[config.mk]
export PLATFORM = sky130hd
export DESIGN_NAME = battery_pack_switch_sequencer_top
export DESIGN_NICKNAME = d
export VERILOG_FILES = /design/src/rtl/bpss_pkg.sv /design/src/rtl/bpss_core.sv /design/src/rtl/battery_pack_switch_sequencer_top.sv
export SDC_FILE = /design/constraint.sdc
export NUM_CORES = 1
export LEC_CHECK = 0
export BUFFER_PORTS_ARGS = -buffer_cell sky130_fd_sc_hd__buf_2
export CORE_MARGIN = 1.5
export CORE_UTILIZATION = 45
export DETAILED_ROUTE_END_ITERATION = 7
export PLACE_DENSITY = 0.67
export SLEW_MARGIN = 0
export SYNTH_ARGS = -nofsm -noshare
export SYNTH_HDL_FRONTEND = slang
export SYNTH_SLANG_ARGS = --single-unit
[constraint.sdc]
create_clock -name aclk -period 3.3 [get_ports aclk]
set_clock_uncertainty 0.2 [all_clocks]
set_input_delay 0.66 -clock aclk [delete_from_list [all_inputs] [get_ports aclk]]
set_output_delay 0.66 -clock aclk [all_outputs]
set_load 0.02 [all_outputs]
[src/rtl/bpss_pkg.sv]
`timescale 1ns / 1ps
`default_nettype none
// ----------------------------------------------------------------------------
// Battery pack switch sequencer package
// Transaction types, phase encoding and the command, state and status codes
// shared by the sequencer core and its top level.
// ----------------------------------------------------------------------------
package bpss_pkg;

    // Request and event codes carried in the func field.
    localparam logic [2:0] FUNC_TICK    = 3'd0;
    localparam logic [2:0] FUNC_SWITCH  = 3'd1;
    localparam logic [2:0] FUNC_MERGE   = 3'd2;
    localparam logic [2:0] FUNC_RELEASE = 3'd3;
    localparam logic [2:0] FUNC_DONE    = 3'd4;

    // Pack command codes.
    localparam logic [3:0] CMD_CHARGE    = 4'd1;
    localparam logic [3:0] CMD_ONLY_DIS  = 4'd2;
    localparam logic [3:0] CMD_DISCHARGE = 4'd3;
    localparam logic [3:0] CMD_STANDBY   = 4'd4;
    localparam logic [3:0] CMD_NONE      = 4'd10;

    localparam logic [3:0] PACK_NONE = 4'd15;

    // Pack state codes.
    localparam logic [2:0] ST_ABSENT   = 3'd0;
    localparam logic [2:0] ST_IDLE     = 3'd1;
    localparam logic [2:0] ST_STANDBY  = 3'd2;
    localparam logic [2:0] ST_DIS      = 3'd3;
    localparam logic [2:0] ST_CHG      = 3'd4;
    localparam logic [2:0] ST_ONLY_DIS = 3'd5;

    // Request status codes.
    localparam logic [1:0] STAT_OK       = 2'd0;
    localparam logic [1:0] STAT_REJECTED = 2'd1;
    localparam logic [1:0] STAT_BUSY     = 2'd2;
    localparam logic [1:0] STAT_ALREADY  = 2'd3;

    // Packs described by the pack_states and connected_mask fields.
    localparam int FIELD_PACKS = 3;

    localparam logic [15:0] TIMEOUT_RESET = 16'd5000;
    localparam logic [15:0] ELAPSED_MAX   = 16'hFFFF;

    typedef enum logic [2:0] {
        PH_IDLE  = 3'd0,
        PH_PRE   = 3'd1,
        PH_MAIN  = 3'd2,
        PH_FIN   = 3'd3,
        PH_MERGE = 3'd4,
        PH_RECOV = 3'd5,
        PH_FAIL  = 3'd6
    } phase_t;

    typedef struct packed {
        logic [2:0] func;
        logic [2:0] port;
        logic [3:0] cmd;
        logic       cmd_failed;
        logic [8:0] pack_states;
        logic [2:0] connected_mask;
    } in_t;

    typedef struct packed {
        logic       issue_valid;
        logic [2:0] issue_pack;
        logic [3:0] issue_cmd;
        logic       report_valid;
        logic       report_ok;
        logic [2:0] report_pack;
        logic [1:0] request_status;
        logic [2:0] phase_now;
    } out_t;

    // Sequencer control state, apart from the shadow pack states.
    typedef struct packed {
        phase_t      phase;
        logic [15:0] elapsed;
        logic [3:0]  pending;
        logic        in_flight;
        logic [3:0]  target;
        logic [3:0]  previous;
    } ctl_t;

endpackage
`default_nettype wire

[src/rtl/bpss_core.sv]
`timescale 1ns / 1ps
`default_nettype none
// ----------------------------------------------------------------------------
// Battery pack switch sequencer step logic
// Decodes one transaction against the current sequencer state and produces
// the next state and the result of that step.
// ----------------------------------------------------------------------------
module bpss_core import bpss_pkg::*; #(
    parameter int NUM_PACKS = 3
) (
    input  wire in_t                    item,
    input  wire ctl_t                   ctl,
    input  wire logic [NUM_PACKS-1:0][2:0] shadow,
    input  wire logic [15:0]            timeout_ticks,
    output ctl_t                        ctl_next,
    output logic [NUM_PACKS-1:0][2:0]   shadow_next,
    output out_t                        result
);

    localparam int CNT_W = $clog2(NUM_PACKS + 1);

    typedef enum logic [3:0] {
        ACT_NONE,
        ACT_HOLD,
        ACT_ISSUE,
        ACT_TIMEOUT,
        ACT_ENTER_MAIN,
        ACT_ENTER_FIN,
        ACT_FAIL_DONE,
        ACT_DONE_OK,
        ACT_REJECT,
        ACT_BUSY,
        ACT_ALREADY,
        ACT_START,
        ACT_RELEASE,
        ACT_COMPLETE
    } act_t;

    logic [NUM_PACKS-1:0][2:0] st_now;
    logic [NUM_PACKS-1:0]      conn;

    // Packs beyond the input fields read as absent and disconnected.
    for (genvar g = 0; g < NUM_PACKS; g++) begin : g_pack
        if (g < FIELD_PACKS) begin : g_field
            assign st_now[g] = item.pack_states[3*g +: 3];
            assign conn[g]   = item.connected_mask[g];
        end else begin : g_absent
            assign st_now[g] = ST_ABSENT;
            assign conn[g]   = 1'b0;
        end
    end

    logic             tgt_valid;
    logic             prev_valid;
    logic             port_valid;
    logic [2:0]       rep_tgt;
    logic [2:0]       st_tgt;
    logic [2:0]       shadow_tgt;
    logic [2:0]       st_port;
    logic             conn_port;
    logic             pre_hit;
    logic [2:0]       pre_idx;
    logic             fin_hit;
    logic [2:0]       fin_idx;
    logic [CNT_W-1:0] fin_count;
    logic             req_hit;
    logic [2:0]       req_idx;
    logic             timed_out;
    logic             cmd_known;
    logic             req_mode_ok;
    logic             already;
    act_t             act;
    logic [2:0]       iss_pack;
    logic [3:0]       iss_cmd;

    assign tgt_valid  = ctl.target < 4'(NUM_PACKS);
    assign prev_valid = ctl.previous < 4'(NUM_PACKS);
    assign port_valid = {1'b0, item.port} < 4'(NUM_PACKS);
    assign rep_tgt    = tgt_valid ? ctl.target[2:0] : 3'd0;
    assign timed_out  = ctl.elapsed >= timeout_ticks;
    assign cmd_known  = (item.cmd == CMD_CHARGE) || (item.cmd == CMD_ONLY_DIS) ||
                        (item.cmd == CMD_DISCHARGE) || (item.cmd == CMD_STANDBY);
    assign req_mode_ok = (item.cmd == CMD_CHARGE) || (item.cmd == CMD_DISCHARGE);
    assign already    = ((st_port == ST_DIS) && (item.cmd == CMD_DISCHARGE)) ||
                        ((st_port == ST_CHG) && (item.cmd == CMD_CHARGE));

    // Per-pack selections and lowest-index priority scans.
    always_comb begin
        st_tgt     = ST_ABSENT;
        shadow_tgt = ST_ABSENT;
        st_port    = ST_ABSENT;
        conn_port  = 1'b0;
        pre_hit    = 1'b0;
        pre_idx    = 3'd0;
        fin_hit    = 1'b0;
        fin_idx    = 3'd0;
        fin_count  = '0;
        req_hit    = 1'b0;
        req_idx    = 3'd0;
        for (int i = NUM_PACKS - 1; i >= 0; i--) begin
            if (4'(i) == ctl.target) begin
                st_tgt     = st_now[i];
                shadow_tgt = shadow[i];
            end
            if (3'(i) == item.port) begin
                st_port   = st_now[i];
                conn_port = conn[i];
            end
            if ((4'(i) != ctl.target) && (shadow[i] != ST_ONLY_DIS) &&
                    ((st_now[i] == ST_DIS) || (st_now[i] == ST_CHG))) begin
                pre_hit = 1'b1;
                pre_idx = 3'(i);
            end
            if ((4'(i) != ctl.target) && (shadow[i] == ST_ONLY_DIS)) begin
                fin_hit = 1'b1;
                fin_idx = 3'(i);
            end
            if ((4'(i) != ctl.target) && (st_now[i] <= ST_STANDBY)) begin
                fin_count = fin_count + CNT_W'(1);
            end
            if ((3'(i) != item.port) &&
                    (((st_now[i] == ST_DIS) && (item.cmd == CMD_DISCHARGE)) ||
                     ((st_now[i] == ST_CHG) && (item.cmd == CMD_CHARGE)))) begin
                req_hit = 1'b1;
                req_idx = 3'(i);
            end
        end
    end

    // Action decode for the transaction.
    always_comb begin
        act      = ACT_NONE;
        iss_pack = 3'd0;
        iss_cmd  = 4'd0;
        case (item.func)
            FUNC_TICK: begin
                if (ctl.phase == PH_FAIL) begin
                    act = ACT_FAIL_DONE;
                end else if (ctl.phase != PH_IDLE) begin
                    act = ACT_HOLD;
                    if (timed_out) begin
                        act = ACT_TIMEOUT;
                    end else if (!ctl.in_flight) begin
                        case (ctl.phase)
                            PH_RECOV: begin
                                if (prev_valid) begin
                                    act      = ACT_ISSUE;
                                    iss_pack = ctl.previous[2:0];
                                    iss_cmd  = ctl.pending;
                                end
                            end
                            PH_PRE: begin
                                if (pre_hit && (ctl.pending == CMD_DISCHARGE)) begin
                                    act      = ACT_ISSUE;
                                    iss_pack = pre_idx;
                                    iss_cmd  = CMD_ONLY_DIS;
                                end else if (pre_hit && (ctl.pending == CMD_CHARGE)) begin
                                    act      = ACT_ISSUE;
                                    iss_pack = pre_idx;
                                    iss_cmd  = CMD_STANDBY;
                                end else begin
                                    act = ACT_ENTER_MAIN;
                                end
                            end
                            PH_MAIN, PH_MERGE: begin
                                if (tgt_valid && (shadow_tgt != ST_DIS) &&
                                        (st_tgt == ST_STANDBY)) begin
                                    act      = ACT_ISSUE;
                                    iss_pack = ctl.target[2:0];
                                    iss_cmd  = ctl.pending;
                                end else if (tgt_valid &&
                                        ((st_tgt == ST_DIS) || (st_tgt == ST_CHG))) begin
                                    act = (ctl.phase == PH_MERGE) ? ACT_DONE_OK : ACT_ENTER_FIN;
                                end
                            end
                            PH_FIN: begin
                                if (fin_hit) begin
                                    act      = ACT_ISSUE;
                                    iss_pack = fin_idx;
                                    iss_cmd  = CMD_STANDBY;
                                end else if (fin_count >= CNT_W'(NUM_PACKS - 1)) begin
                                    act = ACT_DONE_OK;
                                end
                            end
                            default: begin
                                act = ACT_HOLD;
                            end
                        endcase
                    end
                end
            end
            FUNC_SWITCH, FUNC_MERGE: begin
                if (!port_valid || !req_mode_ok || !conn_port) begin
                    act = ACT_REJECT;
                end else if (ctl.pending < CMD_NONE) begin
                    act = ACT_BUSY;
                end else if (already) begin
                    act = ACT_ALREADY;
                end else begin
                    act = ACT_START;
                end
            end
            FUNC_RELEASE: begin
                if (ctl.pending < CMD_NONE) begin
                    act = ACT_RELEASE;
                end
            end
            FUNC_DONE: begin
                if (cmd_known) begin
                    act = ACT_COMPLETE;
                end
            end
            default: begin
                act = ACT_NONE;
            end
        endcase
    end

    // Next state.
    always_comb begin
        ctl_next    = ctl;
        shadow_next = shadow;
        case (act)
            ACT_HOLD: begin
                if (ctl.elapsed != ELAPSED_MAX) begin
                    ctl_next.elapsed = ctl.elapsed + 16'd1;
                end
            end
            ACT_ISSUE: begin
                ctl_next.in_flight = 1'b1;
                if (ctl.elapsed != ELAPSED_MAX) begin
                    ctl_next.elapsed = ctl.elapsed + 16'd1;
                end
            end
            ACT_TIMEOUT: begin
                ctl_next.phase   = (ctl.phase == PH_FIN) ? PH_RECOV : PH_FAIL;
                ctl_next.elapsed = '0;
            end
            ACT_ENTER_MAIN: begin
                ctl_next.phase   = PH_MAIN;
                ctl_next.elapsed = '0;
            end
            ACT_ENTER_FIN: begin
                ctl_next.phase   = PH_FIN;
                ctl_next.elapsed = '0;
            end
            ACT_FAIL_DONE, ACT_DONE_OK, ACT_RELEASE: begin
                ctl_next.phase     = PH_IDLE;
                ctl_next.elapsed   = '0;
                ctl_next.pending   = CMD_NONE;
                ctl_next.in_flight = 1'b0;
                ctl_next.target    = PACK_NONE;
                ctl_next.previous  = PACK_NONE;
                shadow_next        = st_now;
            end
            ACT_START: begin
                ctl_next.phase     = (item.func == FUNC_SWITCH) ? PH_PRE : PH_MERGE;
                ctl_next.elapsed   = '0;
                ctl_next.pending   = item.cmd;
                ctl_next.in_flight = 1'b0;
                ctl_next.target    = {1'b0, item.port};
                ctl_next.previous  = req_hit ? {1'b0, req_idx} : PACK_NONE;
            end
            ACT_COMPLETE: begin
                ctl_next.in_flight = 1'b0;
                if (!item.cmd_failed) begin
                    // A recovery success goes idle but leaves the command pending.
                    if (ctl.phase == PH_RECOV) begin
                        ctl_next.phase   = PH_IDLE;
                        ctl_next.elapsed = '0;
                        shadow_next      = st_now;
                    end else begin
                        for (int i = 0; i < NUM_PACKS; i++) begin
                            if (3'(i) == item.port) begin
                                case (ctl.phase)
                                    PH_PRE: begin
                                        if (item.cmd == CMD_ONLY_DIS) begin
                                            shadow_next[i] = ST_ONLY_DIS;
                                        end
                                    end
                                    PH_MAIN, PH_MERGE: begin
                                        shadow_next[i] = ST_DIS;
                                    end
                                    PH_FIN: begin
                                        shadow_next[i] = ST_STANDBY;
                                    end
                                    default: begin
                                        shadow_next[i] = shadow[i];
                                    end
                                endcase
                            end
                        end
                    end
                end
            end
            default: begin
                ctl_next = ctl;
            end
        endcase
    end

    // Result of the step.
    always_comb begin
        result           = '0;
        result.phase_now = ctl_next.phase;
        case (act)
            ACT_ISSUE: begin
                result.issue_valid = 1'b1;
                result.issue_pack  = iss_pack;
                result.issue_cmd   = iss_cmd;
            end
            ACT_FAIL_DONE, ACT_RELEASE: begin
                result.report_valid = 1'b1;
                result.report_pack  = rep_tgt;
            end
            ACT_DONE_OK: begin
                result.report_valid = 1'b1;
                result.report_ok    = 1'b1;
                result.report_pack  = rep_tgt;
            end
            ACT_REJECT: begin
                result.request_status = STAT_REJECTED;
                result.report_valid   = 1'b1;
                result.report_pack    = item.port;
            end
            ACT_BUSY: begin
                result.request_status = STAT_BUSY;
                result.report_valid   = 1'b1;
                result.report_pack    = item.port;
            end
            ACT_ALREADY: begin
                result.request_status = STAT_ALREADY;
                result.report_valid   = 1'b1;
                result.report_ok      = 1'b1;
                result.report_pack    = item.port;
            end
            default: begin
                result.request_status = STAT_OK;
            end
        endcase
    end

endmodule
`default_nettype wire

[src/rtl/battery_pack_switch_sequencer_top.sv]
`timescale 1ns / 1ps
`default_nettype none
// The sequencer takes one transaction per clock cycle and returns exactly one
// result transaction for each, registered in the cycle after it is accepted. All decoding,
// pack scans and state updates are done in a single combinational pass from
// the accepted transaction and the state registers into the result register,
// so the rate is one transaction per cycle as long as the result side takes
// its output; s_ready drops only while a result is held back by m_ready.
// ----------------------------------------------------------------------------
// Battery pack switch sequencer top level
// Make-before-break handover between battery packs: request checking, phase
// sequencing with timeouts, pack command issue and completion tracking.
// ----------------------------------------------------------------------------
module battery_pack_switch_sequencer_top import bpss_pkg::*; #(
    parameter int NUM_PACKS = 3
) (
    input  wire logic        aclk,
    input  wire logic        aresetn,
    input  wire logic        cfg_wr_en,
    input  wire logic [15:0] cfg_wr_data,
    input  wire logic        s_valid,
    output logic             s_ready,
    input  wire in_t         s_data,
    output logic             m_valid,
    input  wire logic        m_ready,
    output out_t             m_data
);

    ctl_t                      ctl_reg;
    ctl_t                      ctl_next;
    logic [NUM_PACKS-1:0][2:0] shadow_reg;
    logic [NUM_PACKS-1:0][2:0] shadow_next;
    logic [15:0]               timeout_reg;
    logic                      m_valid_reg;
    logic                      m_valid_next;
    out_t                      m_data_reg;
    out_t                      result;
    logic                      accept;

    assign s_ready      = !m_valid_reg || m_ready;
    assign accept       = s_valid && s_ready;
    assign m_valid_next = accept || (m_valid_reg && !m_ready);
    assign m_valid      = m_valid_reg;
    assign m_data       = m_data_reg;

    bpss_core #(
        .NUM_PACKS(NUM_PACKS)
    ) u_core (
        .item         (s_data),
        .ctl          (ctl_reg),
        .shadow       (shadow_reg),
        .timeout_ticks(timeout_reg),
        .ctl_next     (ctl_next),
        .shadow_next  (shadow_next),
        .result       (result)
    );

    always_ff @(posedge aclk) begin
        if (!aresetn) begin
            ctl_reg.phase     <= PH_IDLE;
            ctl_reg.elapsed   <= '0;
            ctl_reg.pending   <= CMD_NONE;
            ctl_reg.in_flight <= 1'b0;
            ctl_reg.target    <= PACK_NONE;
            ctl_reg.previous  <= PACK_NONE;
            for (int i = 0; i < NUM_PACKS; i++) begin
                shadow_reg[i] <= ST_IDLE;
            end
            timeout_reg <= TIMEOUT_RESET;
            m_valid_reg <= 1'b0;
        end else begin
            if (accept) begin
                ctl_reg    <= ctl_next;
                shadow_reg <= shadow_next;
            end
            if (cfg_wr_en) begin
                timeout_reg <= cfg_wr_data;
            end
            m_valid_reg <= m_valid_next;
        end
    end

    always_ff @(posedge aclk) begin
        if (accept) begin
            m_data_reg <= result;
        end
    end

`ifndef SYNTHESIS
    // The reported phase is the phase the sequencer moved into.
    a_phase_matches: assert property (@(posedge aclk) disable iff (!aresetn)
        accept |=> (m_data.phase_now == 3'(ctl_reg.phase)))
        else $error("reported phase differs from sequencer phase");

    // An issued command always leaves a command in flight.
    a_issue_in_flight: assert property (@(posedge aclk) disable iff (!aresetn)
        accept |=> (!m_data.issue_valid || ctl_reg.in_flight))
        else $error("command issued without in-flight mark");

    // With nothing pending the sequencer is idle and holds no target.
    a_none_pending_idle: assert property (@(posedge aclk) disable iff (!aresetn)
        (ctl_reg.pending == CMD_NONE) |->
            ((ctl_reg.phase == PH_IDLE) && (ctl_reg.target == PACK_NONE) &&
             !ctl_reg.in_flight))
        else $error("no command pending but sequencer not idle");

    // Any nonzero request status comes with a report.
    a_status_report: assert property (@(posedge aclk) disable iff (!aresetn)
        m_valid |-> ((m_data.request_status == STAT_OK) || m_data.report_valid))
        else $error("request status without report");
`endif

endmodule
`default_nettype wire

==> out/metrics.yaml <==
wl_mm: 16.0
reg2reg_from: "timeout_reg[12]$_SDFFE_PN1P_"
finalSetupViolations: 13
globalRouteOverflowTotal: 0
syn_avg_cell_area_um2: 8.21
async_flop_share_pct: 0
synth-main-ff-cell: "dfxtp_1"
rrSetupSlack_ns: -0.09
failed_checks: "setup timing"
final-hold-violation-count: 0
core_um2: 10300
endpoint_kind: "flip-flop"
antenna_found_initial: 0
boundaryPins: 64
synth_top_cells_by_area: "dfxtp_1 (24%), edfxtp_1 (11%), a21oi_1 (4.7%), nand2_1 (4.6%), ha_1 (4.5%)"
critPathCapture: "ctl_reg[25]$_SDFFE_PN0P_"
max_freq_mhz: 295
drc: 0
worstMarginPinSlew_ns: 0.558
vias: 5238
grt_util_all_layers_pct: 28.3
htreeDepth: 3
rsz0062_at_grt: "true"
die_y_um: 106
syn_nets: 642
cts_buffer_depth: 2
layout-drive-gt1-share_pct: 40.1
largest_reg_flops: 31
ys_warn_count: 0
cts_buffers: 9
period_needed_ns: 3.39
ys_ff_latch: 75
vias_per_cell: 5.78
drt_first_iter_violations: 314
slew_headroom_pct: 62.5
timing.final.ws_setup_ns: -0.0921
grt_max_degree: 22
clock_sinks: 75
first_global_vias: 5089
synth_cell_types: 77
peakVddDrop_uv: 316
p_per_area_nw_per_um2: 318
dp_hpwl_mm: 11.7
dp_slack_ns: -0.468
fin_crit_sh_pct: 103
start_util_pct: 46.2
synth_edf_count: 18
dr.pass1.iters: 5
path_clk_slew_ns: 0.08
crit_required_ns: 3.40
setup_tns_ns: -0.589
cts_tree: "done"
area_delta_synth_final_pct: 44.1
ys_seq_area_share_pct: 35.2
holdBufCountCts: 0
n_antenna_cell: 0
status: "finished with violations"
wire_per_inst_um: 17.7
rows: 37
critPathLaunchType: "flip-flop"
rr_worst_depth: 16
hold_path_class: "flip-flop to flip-flop"
syn-instance-count: 581
grt_pass1_wl_mm: 25.0
power.leakage_nw: 2.93
cp_max_fo: 6
netlist_area_um2: 4770
drv_cap: 0
path_class: "flip-flop to flip-flop"
die_w_um: 106
die-area_um2: 11200
io_buffers: 63
startpoint: "timeout_reg[12]$_SDFFE_PN1P_"
num-nets-final: 826
slew_violations: 0
yosysTopAreaCellShare_pct: 23.9
cp.arrival_ns: 3.49
place.gp.congestion: 0.959
cts_root_buf: "clkbuf_8"
drtAntennaViolNets: 0
reg2reg_to: "ctl_reg[25]$_SDFFE_PN0P_"
synth_top_cell_by_area: "dfxtp_1"
clock_latency_ns: 0.36
per-stage QoR:
stage	power [mW]	area (µm²)	hold slack, ns	utilization (%)	cells
5_1_grt	2.26	6880	0.310	66.6	906
3_3_place_gp	1.30	6000	0.270	58.1	865
4_1_cts	2.18	6600	0.298	64.0	894
3_5_place_dp	1.31	6000	0.285	58.1	865
6_report	2.18	6880	0.296	66.6	906
2_1_floorplan	1.16	4800	0.251	-	581
how the worst min path moves through the flow:
stage	slack (ns)	endpoint	startpoint	cells past startpoint
6_report	0.30	timeout_reg[10]$_SDFFE_PN0P_	timeout_reg[10]$_SDFFE_PN0P_	2
5_1_grt	0.31	timeout_reg[10]$_SDFFE_PN0P_	timeout_reg[10]$_SDFFE_PN0P_	2
4_1_cts	0.30	timeout_reg[7]$_SDFFE_PN1P_	cfg_wr_data[7]	3
3_5_place_dp	0.28	timeout_reg[10]$_SDFFE_PN0P_	timeout_reg[10]$_SDFFE_PN0P_	2
3_3_place_gp	0.27	shadow_reg[1]$_SDFFE_PN0P_	shadow_reg[1]$_SDFFE_PN0P_	2
2_1_floorplan	0.25	ctl_reg[2]$_SDFFE_PN1P_	ctl_reg[2]$_SDFFE_PN1P_	1
critical path, cell delays in order (launching register included):
cell and delay, ns:
dfxtp_2 0.33, inv_2 0.05, ha_4 0.22, nand4_1 0.15, inv_1 0.07, a2111oi_2 0.40, buf_4 0.19, o211ai_1 0.13
buf_4 0.19, o21ai_4 0.06, o311ai_4 0.15, buf_12 0.17, a31oi_4 0.25, nand2_2 0.11, buf_6 0.14, or3_4 0.38
a21oi_2 0.15
layer usage:
metal / vias up / global-route usage [%] / wire length (µm)
met1: 2484 / 34.0 / 6520
li1: 2519 / - / -
met5: - / 0 / 0
met3: 42 / 5.15 / 951
met4: 0 / 11.6 / 566
met2: 193 / 49.9 / 7950
power by group:
group | internal, mW | switching (mW) | leakage (nW)
Sequential | 0.966 | 0.0106 | 0.648
Clock | 0.487 | 0.357 | 0.127
Combinational | 0.164 | 0.200 | 2.16
timing repair:
item	CTS	global route
buffers inserted	12	11
cloned	1	1
gates resized for setup	57	41
endpoints found under the setup margin	55	52
endpoints found under the hold margin	0	0
pin swaps	25	36
final cells by class:
class	count	area (µm²)
Fill cell	864	3450
Tap cell	136	170
Multi-Input combinational cell	443	3210
Sequential cell	75	1700
Clock buffer	13	201
Clock inverter	3	47.5
Inverter	33	126
Timing Repair Buffer	203	1420
kinds of logic (layout without fill, tap and decap cells):
kind of cell	Yosys count	count (layout)	share of synthesized area, %
compound gates	165	165	24.0
xor+xnor	8	8	1.47
fa+ha+maj	17	17	4.46
buf+inv	64	252	5.37
flops	75	75	35.2
mux	22	22	4.67
other cells	1	1	0.0786
simple gates	229	230	24.7
synthesized netlist by cell type (all sizes together) (8+ instances only):
library cell,instances
nand2,59
dfxtp,57
nor2,52
a21oi,47
inv,32
o21ai,31
nor3,22
mux2i,20
clkbuf,18
edfxtp,18
ha,17
nand3,15
o211ai,15
buf,13
or3,12
nand2b,9
a211oi,8
nand4,8
cells in the final DEF, fill, tap and decap left out, drive strengths merged, types with 18 or more instances in the layout:
cell type  count
a21oi         47
buf          203
dfxtp         57
edfxtp        18
inv           33
mux2i         20
nand2         59
nor2          52
nor3          22
o21ai         31
Power figures use the tool's default switching activity.
